$ cat src/sv/crs_pkg.sv
// ----------------------------------------------------------------------------
// crs_pkg
// Types and decode constants of the card reader command sequencer.
// ----------------------------------------------------------------------------
`timescale 1ns / 1ps

package crs_pkg;

  // Event codes
  localparam logic [2:0] OP_COMMAND    = 3'd0;
  localparam logic [2:0] OP_XFER_DONE  = 3'd1;
  localparam logic [2:0] OP_FEED_TIMER = 3'd2;
  localparam logic [2:0] OP_START_KEY  = 3'd3;
  localparam logic [2:0] OP_RUNOUT     = 3'd4;
  localparam logic [2:0] OP_PANEL      = 3'd5;

  // Command classes (low three bits of the command byte)
  localparam logic [2:0] CC_TEST  = 3'd0;
  localparam logic [2:0] CC_WRITE = 3'd1;
  localparam logic [2:0] CC_READ  = 3'd2;
  localparam logic [2:0] CC_FEED  = 3'd3;
  localparam logic [2:0] CC_SENSE = 3'd4;

  // Command byte patterns
  localparam logic [7:0] CMD_WRITE    = 8'h25;
  localparam logic [5:0] CMD_XFER_LO6 = 6'h25;
  localparam logic [7:0] MASK_DF      = 8'hDF;
  localparam logic [7:0] PAT_READ_C2  = 8'hC2;
  localparam logic [5:0] PAT_READ_LO6 = 6'h02;
  localparam logic [7:0] CMD_READ_D2  = 8'hD2;
  localparam logic [5:0] PAT_FEED_LO6 = 6'h23;
  localparam logic [7:0] CMD_NOP      = 8'h03;
  localparam logic [1:0] STK_INVALID  = 2'd3;
  localparam logic [3:0] PAT_SENSE    = 4'h4;

  // Status bit positions
  localparam int unsigned ST_CE = 0;
  localparam int unsigned ST_DE = 1;
  localparam int unsigned ST_UC = 2;
  localparam int unsigned ST_UE = 3;

  // Sense bit positions
  localparam int unsigned SN_REJ = 0;
  localparam int unsigned SN_INT = 1;
  localparam int unsigned SN_DAT = 4;

  // Timer requests
  localparam logic [1:0] TMR_NONE   = 2'd0;
  localparam logic [1:0] TMR_FEED   = 2'd1;
  localparam logic [1:0] TMR_RUNOUT = 2'd2;

  typedef struct packed {
    logic [2:0]  opcode;
    logic [7:0]  command_byte;
    logic [11:0] hopper_before;
    logic        column_error;
    logic        attention;
    logic        stop_request;
    logic        eof_request;
  } crs_cmd_t;

  typedef struct packed {
    logic       channel_end;
    logic       device_end;
    logic       unit_check;
    logic       unit_exception;
    logic [5:0] sense_bits;
    logic       busy_res;
    logic       command_done;
    logic       service_request;
    logic       reader_ready;
    logic [1:0] timer_start;
    logic       card_stacked;
    logic [1:0] stacker_number;
  } crs_res_t;

  typedef struct packed {
    logic [5:0]  sense;
    logic [3:0]  status;
    logic        busy;
    logic        done;
    logic        request;
    logic [7:0]  cur_cmd;
    logic        card_in_feed;
    logic        ready;
    logic [1:0]  stacker;
    logic [11:0] hopper;
    logic        eof;
    logic        stop;
  } crs_state_t;

endpackage

$ cat src/sv/crs_cmd_if.sv
// ----------------------------------------------------------------------------
// crs_cmd_if
// Valid/ready channel carrying one event item into the sequencer.
// ----------------------------------------------------------------------------
`timescale 1ns / 1ps

interface crs_cmd_if;
  import crs_pkg::*;

  logic     valid;
  logic     ready;
  crs_cmd_t data;

  modport source (output valid, output data, input ready);
  modport sink (input valid, input data, output ready);
endinterface

$ cat src/sv/crs_res_if.sv
// ----------------------------------------------------------------------------
// crs_res_if
// Valid/ready channel carrying one result item out of the sequencer.
// ----------------------------------------------------------------------------
`timescale 1ns / 1ps

interface crs_res_if;
  import crs_pkg::*;

  logic     valid;
  logic     ready;
  crs_res_t data;

  modport source (output valid, output data, input ready);
  modport sink (input valid, input data, output ready);
endinterface

$ cat src/sv/card_reader_command_sequencer_core.sv
// Registers: an accepted item passes the input register, then the result
// register. Throughput: one item per cycle while the result is not stalled;
// the state update is one pass of decode logic.
// Reset (rst, synchronous) clears all sequencer state and both valid flags.
// A stalled result holds while the input register still takes one item.
// ----------------------------------------------------------------------------
// card_reader_command_sequencer_core
// Card reader control unit: decodes channel commands and reader events,
// tracks sense, status, feed and hopper state, reports timers and stacking.
// ----------------------------------------------------------------------------
`timescale 1ns / 1ps

module card_reader_command_sequencer_core #(
  parameter int HOPPER_MAX = 4095
) (
  input logic         clk,
  input logic         rst,
  crs_cmd_if.sink     cmd,
  crs_res_if.source   res
);
  import crs_pkg::*;

  logic       item_valid;
  crs_cmd_t   item;
  logic       advance;
  crs_state_t st;
  crs_state_t st_next;
  crs_res_t   step_res;

  // Held item moves on when the result register is free or draining
  assign advance = item_valid && (!res.valid || res.ready);

  crs_in_reg u_in_reg (
    .clk        (clk),
    .rst        (rst),
    .cmd        (cmd),
    .advance    (advance),
    .item_valid (item_valid),
    .item       (item)
  );

  crs_step #(
    .HOPPER_MAX (HOPPER_MAX)
  ) u_step (
    .st      (st),
    .item    (item),
    .st_next (st_next),
    .res     (step_res)
  );

  // Sequencer state
  always_ff @(posedge clk) begin
    if (rst) begin
      st <= '0;
    end else if (advance) begin
      st <= st_next;
    end
  end

  // Result register
  always_ff @(posedge clk) begin
    if (rst) begin
      res.valid <= 1'b0;
    end else if (!res.valid || res.ready) begin
      res.valid <= item_valid;
    end
  end

  always_ff @(posedge clk) begin
    if (advance) begin
      res.data <= step_res;
    end
  end
endmodule

$ cat src/sv/crs_in_reg.sv
// ----------------------------------------------------------------------------
// crs_in_reg
// Input register: captures one event item and holds it until it advances.
// ----------------------------------------------------------------------------
`timescale 1ns / 1ps

module crs_in_reg (
  input  logic              clk,
  input  logic              rst,
  crs_cmd_if.sink           cmd,
  input  logic              advance,
  output logic              item_valid,
  output crs_pkg::crs_cmd_t item
);
  import crs_pkg::*;

  // Take a new item when empty or when the held one moves on
  assign cmd.ready = !item_valid || advance;

  always_ff @(posedge clk) begin
    if (rst) begin
      item_valid <= 1'b0;
    end else if (cmd.ready) begin
      item_valid <= cmd.valid;
    end
  end

  always_ff @(posedge clk) begin
    if (cmd.valid && cmd.ready) begin
      item <= cmd.data;
    end
  end
endmodule

$ cat src/sv/crs_step.sv
// ----------------------------------------------------------------------------
// crs_step
// Event decode: next sequencer state and the result item for one event.
// ----------------------------------------------------------------------------
`timescale 1ns / 1ps

module crs_step #(
  parameter int HOPPER_MAX = 4095
) (
  input  crs_pkg::crs_state_t st,
  input  crs_pkg::crs_cmd_t   item,
  output crs_pkg::crs_state_t st_next,
  output crs_pkg::crs_res_t   res
);
  import crs_pkg::*;

  logic [11:0] hb;
  logic        xfer_ce;
  logic        xfer_both;

  // Hopper count clamps at the configured maximum
  always_comb begin
    if ({4'd0, item.hopper_before} > 16'(HOPPER_MAX)) begin
      hb = 12'(HOPPER_MAX);
    end else begin
      hb = item.hopper_before;
    end
  end

  // Transfer end is decided on the held command
  assign xfer_ce   = (st.cur_cmd[5:0] == CMD_XFER_LO6);
  assign xfer_both = !xfer_ce && ((st.cur_cmd & MASK_DF) == PAT_READ_C2);

  always_comb begin
    crs_state_t n;
    logic [7:0] cb;
    logic [1:0] timer;
    logic       stacked;
    logic [1:0] stk;

    n       = st;
    cb      = item.command_byte;
    timer   = TMR_NONE;
    stacked = 1'b0;
    stk     = 2'd0;

    unique case (item.opcode)
      OP_COMMAND: begin
        n.status = 4'd0;
        unique case (cb[2:0])
          CC_TEST: begin
            if (!st.ready) n.sense[SN_INT] = 1'b1;
            if (cb != 8'd0) n.sense[SN_REJ] = 1'b1;
            if (n.sense != 6'd0) n.status[ST_UC] = 1'b1;
          end
          CC_WRITE: begin
            n.sense[SN_INT] = 1'b1;
            if (cb != CMD_WRITE) begin
              n.sense[SN_REJ] = 1'b1;
              n.status[ST_UC] = 1'b1;
            end else begin
              n.cur_cmd = cb;
              n.done    = 1'b0;
              n.busy    = 1'b1;
            end
          end
          CC_READ: begin
            n.sense = st.sense & 6'(1 << SN_INT);
            if (cb[5:0] != PAT_READ_LO6 && cb != CMD_READ_D2) begin
              n.sense[SN_REJ] = 1'b1;
              n.status[ST_UC] = 1'b1;
            end else if (!st.ready) begin
              n.sense[SN_INT] = 1'b1;
              n.status[ST_UC] = 1'b1;
            end else begin
              if (item.column_error) n.sense[SN_DAT] = 1'b1;
              if (cb[7:6] != STK_INVALID) n.stacker = cb[7:6];
              n.cur_cmd = cb;
              n.done    = 1'b0;
              n.busy    = 1'b1;
            end
          end
          CC_FEED: begin
            n.sense = st.sense & 6'(1 << SN_INT);
            if (cb == CMD_NOP) begin
              n.cur_cmd       = cb;
              n.done          = 1'b1;
              n.status[ST_CE] = 1'b1;
              n.status[ST_DE] = 1'b1;
            end else if (cb[5:0] != PAT_FEED_LO6 || !st.ready
                         || cb[7:6] == STK_INVALID) begin
              if (cb[5:0] == PAT_FEED_LO6 && !st.ready) n.sense[SN_INT] = 1'b1;
              else n.sense[SN_REJ] = 1'b1;
              n.status[ST_UC] = 1'b1;
            end else begin
              n.stacker       = cb[7:6];
              n.busy          = 1'b1;
              n.status[ST_CE] = 1'b1;
              n.done          = xfer_ce || xfer_both;
              if (xfer_both) n.status[ST_DE] = 1'b1;
              if (!xfer_ce && !xfer_both) timer = TMR_FEED;
            end
          end
          CC_SENSE: begin
            if (cb[3:0] != PAT_SENSE) begin
              n.sense         = 6'(1 << SN_REJ) | (st.sense & 6'(1 << SN_INT));
              n.status[ST_UC] = 1'b1;
            end else begin
              n.cur_cmd = cb;
              n.done    = 1'b0;
            end
          end
          default: begin
            n.sense[SN_REJ] = 1'b1;
            n.status[ST_UC] = 1'b1;
          end
        endcase
      end

      OP_XFER_DONE: begin
        n.status[ST_CE] = 1'b1;
        if (xfer_ce || xfer_both) n.done = 1'b1;
        if (xfer_both) n.status[ST_DE] = 1'b1;
        if (!xfer_ce && !xfer_both) timer = TMR_FEED;
      end

      OP_FEED_TIMER: begin
        n.status[ST_DE] = 1'b1;
        n.busy          = 1'b0;
        n.done          = 1'b1;
        n.request       = 1'b1;
        if (st.sense != 6'd0) n.status[ST_UC] = 1'b1;
        if (st.card_in_feed) begin
          stacked        = 1'b1;
          stk            = st.stacker;
          n.card_in_feed = 1'b0;
        end
        if (st.hopper == 12'd0 && st.eof) begin
          n.status[ST_UE] = 1'b1;
          n.eof           = 1'b0;
        end else if (!st.stop) begin
          // Pick the next card
          n.card_in_feed = (hb != 12'd0);
          n.hopper       = (hb != 12'd0) ? hb - 12'd1 : 12'd0;
          n.ready        = n.card_in_feed && !(n.hopper == 12'd0 && !st.eof);
        end else begin
          n.ready = 1'b0;
          n.stop  = 1'b0;
        end
      end

      OP_START_KEY: begin
        if (st.card_in_feed && !st.eof) begin
          timer = TMR_RUNOUT;
        end else if (hb == 12'd0) begin
          n.sense[SN_INT] = 1'b1;
          n.ready         = 1'b0;
        end else begin
          if (!st.stop) begin
            n.card_in_feed = 1'b1;
            n.hopper       = hb - 12'd1;
            n.ready        = !(n.hopper == 12'd0 && !st.eof);
            if (n.ready && item.attention) begin
              n.status  = 4'(1 << ST_DE);
              n.request = 1'b1;
              n.done    = 1'b1;
            end
          end else begin
            n.ready = 1'b0;
          end
          n.stop          = 1'b0;
          n.sense[SN_INT] = !n.ready;
        end
      end

      OP_RUNOUT: begin
        if (st.card_in_feed) begin
          stacked        = 1'b1;
          n.card_in_feed = 1'b0;
        end
        if (st.hopper != 12'd0 && !st.stop) begin
          n.card_in_feed = (hb != 12'd0);
          n.hopper       = (hb != 12'd0) ? hb - 12'd1 : 12'd0;
          timer          = TMR_RUNOUT;
        end
      end

      OP_PANEL: begin
        if (item.stop_request) n.stop = 1'b1;
        if (item.eof_request) n.eof = 1'b1;
      end

      default: begin
      end
    endcase

    st_next = n;

    // Result shows the state after the event
    res.channel_end     = n.status[ST_CE];
    res.device_end      = n.status[ST_DE];
    res.unit_check      = n.status[ST_UC];
    res.unit_exception  = n.status[ST_UE];
    res.sense_bits      = n.sense;
    res.busy_res        = n.busy;
    res.command_done    = n.done;
    res.service_request = n.request;
    res.reader_ready    = n.ready;
    res.timer_start     = timer;
    res.card_stacked    = stacked;
    res.stacker_number  = stk;
  end
endmodule

$ cat src/flat_wrapper.sv
// flat-port wrapper written by rule: the top's interface ports become plain ports
module card_reader_command_sequencer_core_flat import crs_pkg::*;
#(
  parameter int HOPPER_MAX = 4095
)
  (clk, rst, cmd_valid, cmd_data, cmd_ready, res_valid, res_data, res_ready);
  crs_cmd_if cmd_i ();
  crs_res_if res_i ();
  input logic clk;
  input logic rst;
  input wire logic [$bits(cmd_i.valid)-1:0] cmd_valid;
  input wire logic [$bits(cmd_i.data)-1:0] cmd_data;
  output wire logic [$bits(cmd_i.ready)-1:0] cmd_ready;
  output wire logic [$bits(res_i.valid)-1:0] res_valid;
  output wire logic [$bits(res_i.data)-1:0] res_data;
  input wire logic [$bits(res_i.ready)-1:0] res_ready;
  assign cmd_i.valid = cmd_valid;
  assign cmd_i.data = cmd_data;
  assign cmd_ready = cmd_i.ready;
  assign res_valid = res_i.valid;
  assign res_data = res_i.data;
  assign res_i.ready = res_ready;
  card_reader_command_sequencer_core #(.HOPPER_MAX(HOPPER_MAX)) u_core (.clk(clk), .rst(rst), .cmd(cmd_i), .res(res_i));
endmodule
$ cat config.mk
export PLATFORM = sky130hd
export DESIGN_NAME = card_reader_command_sequencer_core_flat
export DESIGN_NICKNAME = d
export VERILOG_FILES = /design/src/sv/crs_pkg.sv /design/src/sv/crs_cmd_if.sv /design/src/sv/crs_res_if.sv /design/src/sv/card_reader_command_sequencer_core.sv /design/src/sv/crs_in_reg.sv /design/src/sv/crs_step.sv /design/src/flat_wrapper.sv
export SDC_FILE = /design/constraint.sdc
export NUM_CORES = 1
export LEC_CHECK = 0
export ABC_CLOCK_PERIOD_IN_PS = 4700
export BUFFER_PORTS_ARGS = -buffer_cell sky130_fd_sc_hd__buf_2
export CAP_MARGIN = 20
export CORE_MARGIN = 2
export CORE_UTILIZATION = 60
export CTS_BUF_LIST = sky130_fd_sc_hd__clkbuf_4 sky130_fd_sc_hd__clkbuf_8
export DETAILED_ROUTE_END_ITERATION = 16
export GPL_ROUTABILITY_DRIVEN = 1
export PLACE_DENSITY = 0.82
export SETUP_SLACK_MARGIN = 0.5
export SLEW_MARGIN = 20
export SYNTH_ARGS = -nofsm -noshare
export SYNTH_HDL_FRONTEND = slang
export SYNTH_SLANG_ARGS = --single-unit
$ cat constraint.sdc
create_clock -name clk -period 4.7 [get_ports clk]
set_input_delay 0.235 -clock clk [delete_from_list [all_inputs] [get_ports clk]]
set_output_delay 0.235 -clock clk [all_outputs]
set_load 0.01 [all_outputs]
After elaboration in Yosys (flattened, before gate mapping) --
Index checks and enable logic that the tools add are counted.
Operators by class: add/sub/neg operators 1, eq/ne operators 37, muxes and demuxes 113, reductions and logical operators 52
Operators with widths (number):
- $mux 12 | 7
- $mux 1 | 53
- $logic_not 12->1 | 4
- $mux 2 | 20
- $mux 8 | 5
- $pmux 12 s3 | 1
- $pmux 8 s4 | 1
- $ne 2x2->1 const B | 15
- $mux 4 | 6
- $reduce_and 8->1 | 3
- $reduce_bool 12->1 | 2
- $pmux 1 s5 | 3
- $logic_and 1x1->1 | 13
- $eq 3x2->1 const B | 4
- $eq 6x6->1 const B | 2
- $pmux 1 s3 | 4
- $pmux 1 s4 | 3
- $pmux 4 s3 | 1
- $reduce_bool 6->1 | 2
- $sub 12x1->12 const B | 1
- $logic_not 1->1 | 10
- $pmux 1 s2 | 5
- $eq 3x3->1 const B | 3
- $eq 8x2->1 const B | 1
- 24 further kinds | 34
Storage, ports and cells: bits in registers 87, bits of input ports 31, output and inout bits 21, logic and storage cells 236

Depth between registers and ports, before layout --
Gate-level depths: netlist (run 1).
depth after elaboration 12, mapped depth 9, depth with buffers taken out 8

Hierarchy --
From an unflattened synthesis (run 1), not the netlist that was laid out.
Unflattened totals: cell total of the unflattened synthesis 512, area, all modules 5047.3 µm²
Modules (own cells, without submodules):
- card_reader_command_sequencer_core | times used 1, cells an instance 192, area each 2379.8 µm²
- crs_step | times used 1, cells an instance 288, area each 1801.7 µm²
- crs_in_reg | times used 1, cells an instance 32, area each 865.8 µm²

Worst setup path before layout (run 1) --
No wires, ideal clock.
path type register to register, from register, netlist name u_core.u_in_reg.item[4], to register, netlist name u_core.res.data[7], arrival 2.752 ns, data required time 4.423 ns, slack 1.671 ns, stages on the path, launching flop included 10, buffers on the path 1, path through edfxtp_1 -> inv_1 -> ha_1 -> or3b_1 -> buf_2 -> o32a_1 -> o22a_1 -> or4_4 -> a2111oi_2 -> a221oi_1

==> results.md, run 1 <==
- Worst-path fanout max: 8
- Nets: 482
- Yosys top cell by area: edfxtp_1
- Die area: 7596 sq um
- Hold Fails Final Rpt: 0
- Area Growth Syn to Fin: 12.33%
- Reg power frac: 55.3%
- Layout Skew: 0.01341 ns
- Post-Layout Cell Count: 533
- VDD IR max: 0.2295 mV
- Startpoint types: flop
- Power density cells: 336.5 nW/um^2
- Register area: 2202 sq um
- Largest cells by area after synthesis: edfxtp_1, dfxtp_1, nor2_1
- Max clock buf depth: 2
- Max cap viols: 0
- Post-layout min period: 3.254 ns
- Hpwl dp: 6.856 mm
- Arr. time, crit path: 3.35 ns
- Worst Hold Class: primary input to flop
- Vias per cell: 6.670
- Commonest non-fill, non-tap cell in the layout: buf_2
- Cell Int Power: 1.186 mW
- Post-cts resize count: 0
- Hold Buf Count CTS: 0
- Sw frac: 24.40%
- NetSw: 0.3827 mW
- Worst Slack Setup Final: 1.446 ns
- TritonCTS Buffers: 9
- Grt met3 use: 7.299%
- Flops & latches, synth: 87
- Multi-input logic area: 1843 sq um
- Gpl congestion: 0.9396
- Post-route cell area: 4661 sq um
- Post CTS Setup Buffer Count: 0
- Required time of the critical path: 4.79 ns
- Pre-CTS WS: 1.470 ns
- Slew @ Worst Pin: 0.9409 ns
- DP Area: 4448 sq um
- Clock sinks: 87
- Via Count: 3555
- GR peak layer: met1
- Post-route ant nets: 0
- Drt initial violations: 437
- Routed WL: 9.822 mm
- Fin Setup TNS: 0 ns
- Post-synth cell types: 68
- Most frequent cells in the layout: buf_2, edfxtp_1, nor2_1
- Worst-path clk slew: 0.09 ns
- Met1 usage: 39.78%
- Placeable core area: 6756 sq um
- Post-synth EDFFs: 46
- Post-synthesis async set-or-reset flop share: 0%
- Ant. Diodes: 0
- Setup crit end kind: flop
- CP max stage cell: or4_4
- H-tree depth: 3
- Worst hold slack: 0.04063 ns
- Synthesized cell area: 4149 sq um
- Reg2reg setup slack: 1.45 ns
- DRT Pass-1 Iters: 5
- Sequential share of the synthesized area: 53.08%
- Largest net degree at the start of global routing: 33
- Syn nets: 435
- Io pins: 52
- Layout cells sized above 1: 18.10%
- Fillers: 526
- Clock power frac: 35.4%
- WL/cell: 18.43 microns
- DR DRC count: 0
- Hold Crit Start: cmd_data[13]
- Hold Path Depth: 1
- Worst-Skew Late Latency: 0.37 ns
- RSZ-0062 raised after global routing: no
- Site row count: 30
- Leakage Power: 1.680 nW
- Global Route Usage Sum: 27.85%
- R2R depth: 8
- Final setup violating endpoints: 0
- YS warnings: 0
- First-pass GRT wire length: 16.13 mm
- Ys flop type: edfxtp_1
- Initial antenna violation count: 0
- Die Wd: 87.16 microns
- Combinational Power Share: 9.3%
- Fin crit share: 69.24%
- Synth top area share: 33.29%
- FMAX: 0.3073 GHz
- Critical path type: flop to flop
- Max Slew Vio Count: 0
- Placed cells: 517
- Die Ht: 87.16 microns
- WHS Endpoint: u_core.u_in_reg.item[13]$_DFFE_PP_
- Reg-to-Reg Start: u_core.u_in_reg.item[4]$_DFFE_PP_
- Number of global-route vias before repair: 3311
- CP max stage delay: 0.59 ns
- Post-Syn Instances: 401
- Root Driver: clkbuf_8
- Rel. slew slack: 36.98%
- Initial Util: 61.41%
- TritonCTS clock tree: built
- Met2 usage: 39.63%
- Mapped Avg Cell Area: 10.35 sq um
- GRT Residual Overflow: 0
- Crit-path cells: inv_1 -> ha_1 -> or3b_1 -> o32a_1 -> o22a_1 -> or4_4 -> a2111oi_2 -> a221oi_1
- Port buffer count: 51
- Worst reg2reg endpoint: u_core.res.data[7]$_DFFE_PP_
- Status: completed
## per-stage QoR
step           total power, mW  utilization [%]
2_1_floorplan           0.9718                -
3_3_place_gp             1.020            65.83
3_5_place_dp             1.025            65.83
4_1_cts                  1.570            68.96
5_1_grt                  1.620            68.98
6_report                 1.568            68.98
## worst max-delay path: cells and delay by family (launching register included)
kind	cells	cell delay [ns]
buffers and inverters	1	0.13
and+or+nand+nor	2	1.05
adders and majority gates	1	0.22
AOI/OAI and AO/OA	4	1.06
DFF	1	0.52
## kinds of logic (layout without fill, tap and decap cells)
kind of cell    Yosys count  count (layout)  share of synthesized area, %
compound gates          107             107                         18.76
buf+inv                  27              79                         2.533
flops                    87              87                         53.08
mux                       8               8                         1.930
fa+ha+maj                 3               3                        0.9048
simple gates            158             158                         20.48
xor+xnor                 11              11                         2.322
## flip-flops by register name, summed over array words and instances (netlist names)
register,cells
u_core.res.data,19
u_core.res.valid,1
u_core.st,39
u_core.u_in_reg.item,27
u_core.u_in_reg.item_valid,1
## power groups by stage
stage	Sequential (mW)	Clock, mW	Combinational, mW
after floorplan	0.873	0	0.0993
after CTS	0.866	0.561	0.143
after global placement	0.882	0	0.137
after detailed placement	0.884	0	0.141
final	0.868	0.555	0.145
after global routing	0.872	0.589	0.160
## per-layer routing
layer / up-vias / wire (microns)
met2: 233 / 4350
met3: 40 / 1035
met5: - / 0
met1: 1661 / 4141
li1: 1621 / -
met4: 0 / 295
## worst max-delay path by stage
stage | start | end | slack (ns) | depth (start not counted)
final | u_core.u_in_reg.item[4]$_DFFE_PP_ | u_core.res.data[7]$_DFFE_PP_ | 1.45 | 8
after global routing | u_core.u_in_reg.item[4]$_DFFE_PP_ | u_core.st[8]$_SDFFE_PP0P_ | 1.22 | 8
after CTS | u_core.u_in_reg.item[4]$_DFFE_PP_ | u_core.res.data[7]$_DFFE_PP_ | 1.46 | 8
after detailed placement | u_core.u_in_reg.item[4]$_DFFE_PP_ | u_core.res.data[7]$_DFFE_PP_ | 1.47 | 8
after global placement | u_core.u_in_reg.item[4]$_DFFE_PP_ | u_core.res.data[7]$_DFFE_PP_ | 1.56 | 8
after floorplan | u_core.u_in_reg.item[4]$_DFFE_PP_ | u_core.res.data[7]$_DFFE_PP_ | 1.67 | 9
## final cells by class
cell class              count  area share [%]
inverters                  11          0.8859
clock inverters             7           1.879
repair buffers             52           5.638
multi-input cells         287           39.54
flip-flops and latches     87           47.25
clock buffers               9           2.658
well taps                  80           2.148
## synthesized netlist by cell type, types with 4 or more instances
master,instances
nand3_1,7
xnor2_1,9
or4_1,5
inv_1,11
a21oi_1,23
nand4_1,5
or2_2,7
or3_1,5
o21ai_0,14
mux2i_1,8
nor4_1,10
nor2_1,43
and2_1,8
o2bb2ai_1,10
nor2b_1,4
o211ai_1,5
o21a_1,4
nand2b_1,10
nand2_1,21
clkbuf_1,12
edfxtp_1,46
o31ai_1,4
dfxtp_1,41
and3_1,4
nor3_1,14
Power figures use the tool's default switching activity.
==> run 2: changes to the inputs <==
ABC_CLOCK_PERIOD_IN_PS = 2700   (was 4700)
CORE_UTILIZATION = 54   (was 60)
PLACE_DENSITY = 0.78   (was 0.82)
clock period = 2.7 ns   (was 4.7 ns; I/O delays follow)
==> results.md, run 2 (same netlist as run 1, synthesis figures left out) <==
- Vias per cell: 6.256 (-6.2%)
- Global Route Usage Sum: 27.10% (-0.74 points)
- Largest registers: u_core.st (39), u_core.u_in_reg.item (27), u_core.res.data (19)
- DR DRC count: 0 (unchanged)
- Hpwl dp: 7.128 mm (+4.0%)
- Most flops, register: u_core.st
- Worst hold slack: 0.01629 ns (-0.02434 ns)
- Clock sinks: 87 (unchanged)
- Area Growth Syn to Fin: 37.73%
- Post-layout min period: 2.772 ns (-0.4822 ns)
- Max clock buf depth: 2 (unchanged)
- RSZ-0062 raised after global routing: yes
- WL/cell: 18.49 microns (+0.33%)
- CP max stage cell: or4_4
- Number of global-route vias before repair: 3653 (+10%)
- TritonCTS clock tree: built
- Post-route cell area: 5714 sq um (+23%)
- Layout cells sized above 1: 32.39% (+14 points)
- Die Ht: 91.66 microns (+5.2%)
- Routed WL: 11.65 mm (+19%)
- Nets: 560 (+16%)
- Die area: 8401 sq um (+11%)
- First-pass GRT wire length: 17.73 mm (+9.9%)
- Layout Skew: 0.007168 ns (-0.006247 ns)
- Max FFs per register: 39 (unchanged)
- Io pins: 52 (unchanged)
- Placeable core area: 7331 sq um (+8.5%)
- Hold Fails Final Rpt: 0 (unchanged)
- Fillers: 437 (-17%)
- Via Count: 3941 (+11%)
- Max Slew Vio Count: 0 (unchanged)
- Initial Util: 56.60% (-4.8 points)
- Util after Layout: 77.95% (+9.0 points)
- GRT Residual Overflow: 0 (unchanged)
- Largest net degree at the start of global routing: 33 (unchanged)
- Status: complete, but fails checks
- Worst-path clk slew: 0.09 ns (about the same)
- CP delay by family, top: compound AO/OA/AOI/OAI gates
- CP max stage delay: 0.49 ns (-0.10 ns)
- Port buffer count: 51 (unchanged)
- Critical path type: flop to flop
- Slew @ Worst Pin: 0.6754 ns (-0.2655 ns)
- Arr. time, crit path: 2.87 ns (-0.48 ns)
- H-tree depth: 3 (unchanged)
- Die Wd: 91.66 microns (+5.2%)
- Required time of the critical path: 2.80 ns (-1.99 ns)
- Most frequent cells in the layout: buf_2, edfxtp_1, nor2_1, buf_4, dfxtp_1
- Crit. Startpoint: u_core.u_in_reg.item[4]$_DFFE_PP_
- Initial antenna violation count: 0 (unchanged)
- Worst Hold Class: primary input to flop
- FMAX: 0.3608 GHz (+17%)
- Final setup violating endpoints: 3 (+3)
- Fin crit share: 102.7% (+33 points)
- TritonCTS Buffers: 9 (unchanged)
- Crit-path cells: inv_2 -> ha_4 -> or3b_4 -> o32a_1 -> o22a_1 -> or4_4 -> a2111oi_4 -> a221oi_2
- Failing checks: negative setup slack
- Worst Slack Setup Final: -0.07189 ns (-1.518 ns)
- Setup crit end kind: flop
- Gpl congestion: 1.007 (+7.2%)
- Reg-to-Reg Start: u_core.u_in_reg.item[4]$_DFFE_PP_
- Bufs and invs on worst path: 1 (unchanged)
- DRT Pass-1 Iters: 7 (+2)
- Pre-CTS WS: -0.09639 ns (-1.566 ns)
- Rel. slew slack: 54.56% (+18 points)
- DP Area: 4803 sq um (+8.0%)
- Startpoint types: flop
- Root Driver: clkbuf_8
- Leakage Power: 2.136 nW (+27%)
- Max cap viols: 0 (unchanged)
- Worst-path fanout max: 3 (-5)
- VDD IR max: 0.4814 mV (+110%)
- Commonest non-fill, non-tap cell in the layout: buf_2
- Worst-Skew Late Latency: 0.36 ns (about the same)
- Power density cells: 522.3 nW/um^2 (+55%)
- Drt initial violations: 445 (+1.8%)
- Site row count: 31 (+3.3%)
- Ant. Diodes: 0 (unchanged)
- Hold Crit Start: cmd_valid
- Post-route ant nets: 0 (unchanged)
run 2: cell count changes in the layout (fill, tap and decap cells not counted), moves of 8 or more:
cell,change
buf_4,+41
buf_6,+8
dlygate4sd3_1,+27
o2bb2ai_1,-9
o2bb2ai_2,+8
run 2: layout make-up:
cell class | count | area (sq um) | share of cell area, %
tap | 99 | 123.9 | 2.168
clock buffer | 9 | 123.9 | 2.168
timing repair buffer | 130 | 978.4 | 17.12
multi-input combinational | 287 | 2123 | 37.16
inverter | 11 | 41.29 | 0.7226
sequential | 87 | 2203 | 38.56
clock inverter | 7 | 120.1 | 2.102
run 2: final timing paths:
check / slack (ns) / end / cells after the start
max reg2reg: -0.07 / u_core.res.data[7]$_DFFE_PP_ / 8
max: -0.07 / u_core.res.data[7]$_DFFE_PP_ / 8
min reg2reg: 0.48 / u_core.st[13]$_SDFFE_PP0P_ / 1
min: 0.02 / u_core.u_in_reg.item_valid$_SDFFE_PP0N_ / 3
run 2: power breakdown:
| part | total, mW | leakage, nW | internal (mW) | switching [mW] |
|---|---|---|---|---|
| registers | 1.49 | 0.777 | 1.45 | 0.0383 |
| clock network | 1.09 | 0.120 | 0.617 | 0.475 |
| logic | 0.404 | 1.24 | 0.178 | 0.226 |
| total | 2.98 | 2.14 | 2.24 | 0.739 |
run 2: what timing repair did:
item | 4_1_cts | 5_1_grt
resized for setup | 22 | 36
buffers inserted | 7 | 6
pin swaps | 6 | 12
gates cloned | 1 | 1
hold endpoints to repair | 27 | 0
setup endpoints to repair | 39 | 41
hold buffers | 27 | 0
run 2: metal layers:
layer | track usage, % | vias up | routed length [microns]
li1 | - | 1780 | -
met1 | 36.74 | 1848 | 4716
met2 | 42.83 | 253 | 5500
met3 | 4.684 | 60 | 1039
met4 | 11.99 | 0 | 392
met5 | 0 | - | 0
run 2: through the flow:
| stage | power, mW | setup TNS [ns] | std cells |
|---|---|---|---|
| finish | 2.984 | -0.1769 | 630 |
| global route | 3.077 | -2.306 | 630 |
| CTS | 2.933 | -0.02923 | 623 |
| global placement | 1.814 | -0.02095 | 572 |
| detailed placement | 1.825 | -0.1428 | 572 |
| floorplan | 1.699 | -0.2724 | 401 |
run 2: worst register-to-register path, stage by stage, from the launching register on:
cell       delay (ns)
edfxtp_1         0.41
inv_2            0.10
ha_4             0.13
or3b_4           0.38
o32a_1           0.34
o22a_1           0.22
or4_4            0.49
a2111oi_4        0.37
a221oi_2         0.07
==> run 3: changes to the inputs <==
ABC_AREA = 1   (was not set)
CORE_UTILIZATION = 55   (was 54)
PLACE_DENSITY = 0.79   (was 0.78)
SKIP_LAST_GASP = 1   (was not set)
==> results.md, run 3 <==
- Site row count: 32 (+3.2%)
- CP max stage delay: 0.68 ns (+0.19 ns)
- Die Wd: 93.28 microns (+1.8%)
- Layout cells sized above 1: 18.79% (-14 points)
- Worst-path clk slew: 0.09 ns (about the same)
- Vias per cell: 5.414 (-13%)
- Placeable core area: 7727 sq um (+5.4%)
- CP delay by family, top: compound AO/OA/AOI/OAI gates
- Flops & latches, synth: 87 (unchanged)
- Most flops, register: u_core.st
- Max cap viols: 0 (unchanged)
- DRT Pass-1 Iters: 6 (-1)
- Ant. Diodes: 0 (unchanged)
- Max Slew Vio Count: 0 (unchanged)
- Most common cell in the netlist: nand2_1
- Worst Hold Class: primary input to flop
- Bufs and invs on worst path: 1 (unchanged)
- H-tree depth: 3 (unchanged)
- Synth top area share: 31.51% (-1.8 points)
- Worst-Skew Late Latency: 0.36 ns (about the same)
- FMAX: 0.4755 GHz (+32%)
- Io pins: 52 (unchanged)
- Clock sinks: 87 (unchanged)
- YS warnings: 0 (unchanged)
- Area share of and/or/nand/nor cells after synthesis: 30.68% (+10 points)
- Slew @ Worst Pin: 0.8047 ns (+0.1293 ns)
- Post-synth EDFFs: 46 (unchanged)
- Largest registers: u_core.st (39), u_core.u_in_reg.item (27), u_core.res.data (19)
- Largest family of logic cells by synthesized area: simple AND/OR/NAND/NOR gates
- Hpwl dp: 7.119 mm (-0.13%)
- DR DRC count: 0 (unchanged)
- Area Growth Syn to Fin: 20.15%
- Fin crit share: 77.90% (-25 points)
- Post-route ant nets: 0 (unchanged)
- Synth Area in XOR/XNOR: 0% (-2.3 points)
- Nets: 673 (+20%)
- GRT Residual Overflow: 0 (unchanged)
- Yosys top cell by area: edfxtp_1
- Fillers: 642 (+47%)
- Ys flop type: edfxtp_1
- Crit-path cells: inv_2 -> nand3_2 -> nor2_2 -> nand4_1 -> a2111oi_0
- Post-Layout Cell Count: 746 (+18%)
- TritonCTS clock tree: built
- Post-synth cell types: 36 (-47%)
- Critical path type: flop to flop
- Leakage Power: 2.367 nW (+11%)
- Initial antenna violation count: 0 (unchanged)
- Post-synthesis async set-or-reset flop share: 0% (unchanged)
- Port buffer count: 51 (unchanged)
- Root Driver: clkbuf_8
- WL/cell: 14.04 microns (-24%)
- Fin Setup TNS: 0 ns (+0.1769 ns)
- Initial Util: 56.74% (+0.14 points)
- Max FFs per register: 39 (unchanged)
- Rel. slew slack: 46.29% (-8.3 points)
- VDD IR max: 0.3157 mV (-34%)
- Routed WL: 10.47 mm (-10%)
- Commonest non-fill, non-tap cell in the layout: nand2_1
- Die area: 8701 sq um (+3.6%)
- Worst hold slack: 0.07280 ns (+0.05651 ns)
- Layout Skew: 0.009998 ns (+0.002830 ns)
- Status: completed
- Number of global-route vias before repair: 3613 (-1.1%)
- Mapped Avg Cell Area: 7.928 sq um (-23%)
- Compound-Gate Fraction of Synth Area: 9.989% (-8.8 points)
- Via Count: 4039 (+2.5%)
- Sequential share of the synthesized area: 50.23% (-2.8 points)
- Synthesized cell area: 4384 sq um (+5.7%)
- Multi-input logic area: 1841 sq um (-13%)
- Startpoint types: flop
- Required time of the critical path: 2.76 ns (-0.04 ns)
- Pwr Total: 2.876 mW (-3.6%)
- Register area: 2202 sq um (about the same)
- Post-layout min period: 2.103 ns (-0.6687 ns)
- Max clock buf depth: 2 (unchanged)
- CP max stage cell: a2111oi_0
- First-pass GRT wire length: 16.66 mm (-6.0%)
- Post-synth top cells: nand2_1, nor2_1, inv_1
- Placed cells: 699 (+22%)
- Synth Area in Adders: 0.8562% (-0.049 points)
- Arr. time, crit path: 2.17 ns (-0.70 ns)
- RSZ-0062 raised after global routing: no
- Global Route Usage Sum: 24.41% (-2.7 points)
- Mux contribution to synthesized area: 0% (-1.9 points)
- Power density cells: 546.0 nW/um^2 (+4.6%)
- Syn nets: 587 (+35%)
- Hold Fails Final Rpt: 0 (unchanged)
- Worst-path fanout max: 7 (+4)
- Gpl congestion: 0.9093 (-9.7%)
- Final setup violating endpoints: 0 (-3)
- Setup crit end kind: flop
- Most frequent cells in the layout: nand2_1, nor2_1, inv_1
- Largest net degree at the start of global routing: 32 (-3.0%)
- TritonCTS Buffers: 9 (unchanged)
- Die Ht: 93.28 microns (+1.8%)
- Largest cells by area after synthesis: edfxtp_1, dfxtp_1, nand2_1
- Drt initial violations: 355 (-20%)
- Post-Syn Instances: 553 (+38%)
-- run 3: logic make-up after synthesis --
logic type               count (synthesis)
AND/OR/NAND/NOR                        295
buffers and inverters                   91
flip-flops                              87
AO/OA/AOI/OAI                           77
adder cells (fa/ha/maj)                  3
-- run 3: metal layers --
metal	share of wire [%]	vias up	global-route usage (%)
met5	0	-	0
met4	1.7	0	7.108
met3	6.6	21	4.432
met2	47	181	39.33
met1	45	1860	33.84
li1	-	1977	-
-- run 3: area by class of cell --
class | count | area share, %
Clock buffer | 10 | 2.494
Sequential cell | 87 | 41.81
Clock inverter | 6 | 1.734
Multi-Input combinational cell | 376 | 34.94
Inverter | 81 | 5.772
Tap cell | 102 | 2.423
Timing Repair Buffer | 84 | 10.83
-- run 3: path summary, 6_finish.rpt --
path                                                    startpoint  cells past startpoint  slack, ns                                      end
worst min register to register          u_core.st[35]$_SDFFE_PP0P_                      2       0.47               u_core.st[35]$_SDFFE_PP0P_
worst min-delay path                                     cmd_valid                      3       0.07  u_core.u_in_reg.item_valid$_SDFFE_PP0N_
worst max-delay path            u_core.u_in_reg.item[18]$_DFFE_PP_                      5       0.60             u_core.res.data[3]$_DFFE_PP_
worst max register to register  u_core.u_in_reg.item[18]$_DFFE_PP_                      5       0.60             u_core.res.data[3]$_DFFE_PP_
-- run 3: timing repair --
| action | 4_1_cts | 5_1_grt |
|---|---|---|
| gates cloned | 0 | 1 |
| setup endpoints to repair | 10 | 35 |
| setup buffers | 0 | 3 |
| pin swaps | 0 | 2 |
| hold buffers | 27 | 0 |
| endpoints found under the hold margin | 27 | 0 |
| gates resized for setup | 1 | 6 |
-- run 3: stage by stage --
stage	cell area, sq um	util, %	worst slack, ns
final	5268	68.17	0.5968
after floorplan	4384	-	0.7572
after CTS	5225	67.62	0.5026
after detailed placement	4732	61.24	0.4296
after global routing	5268	68.17	0.4830
after global placement	4732	61.24	0.4961
-- run 3: where the power goes --
part / switching, mW / total, mW / internal, mW
clock network: 0.483 / 1.02 / 0.539
logic: 0.218 / 0.354 / 0.136
registers: 0.0414 / 1.50 / 1.46
-- run 3: tightest hold or removal path: cells and delay by family --
kind	cells	cell delay, ns
simple gates	1	0.09
buf+inv	1	0.10
compound gates	1	0.06
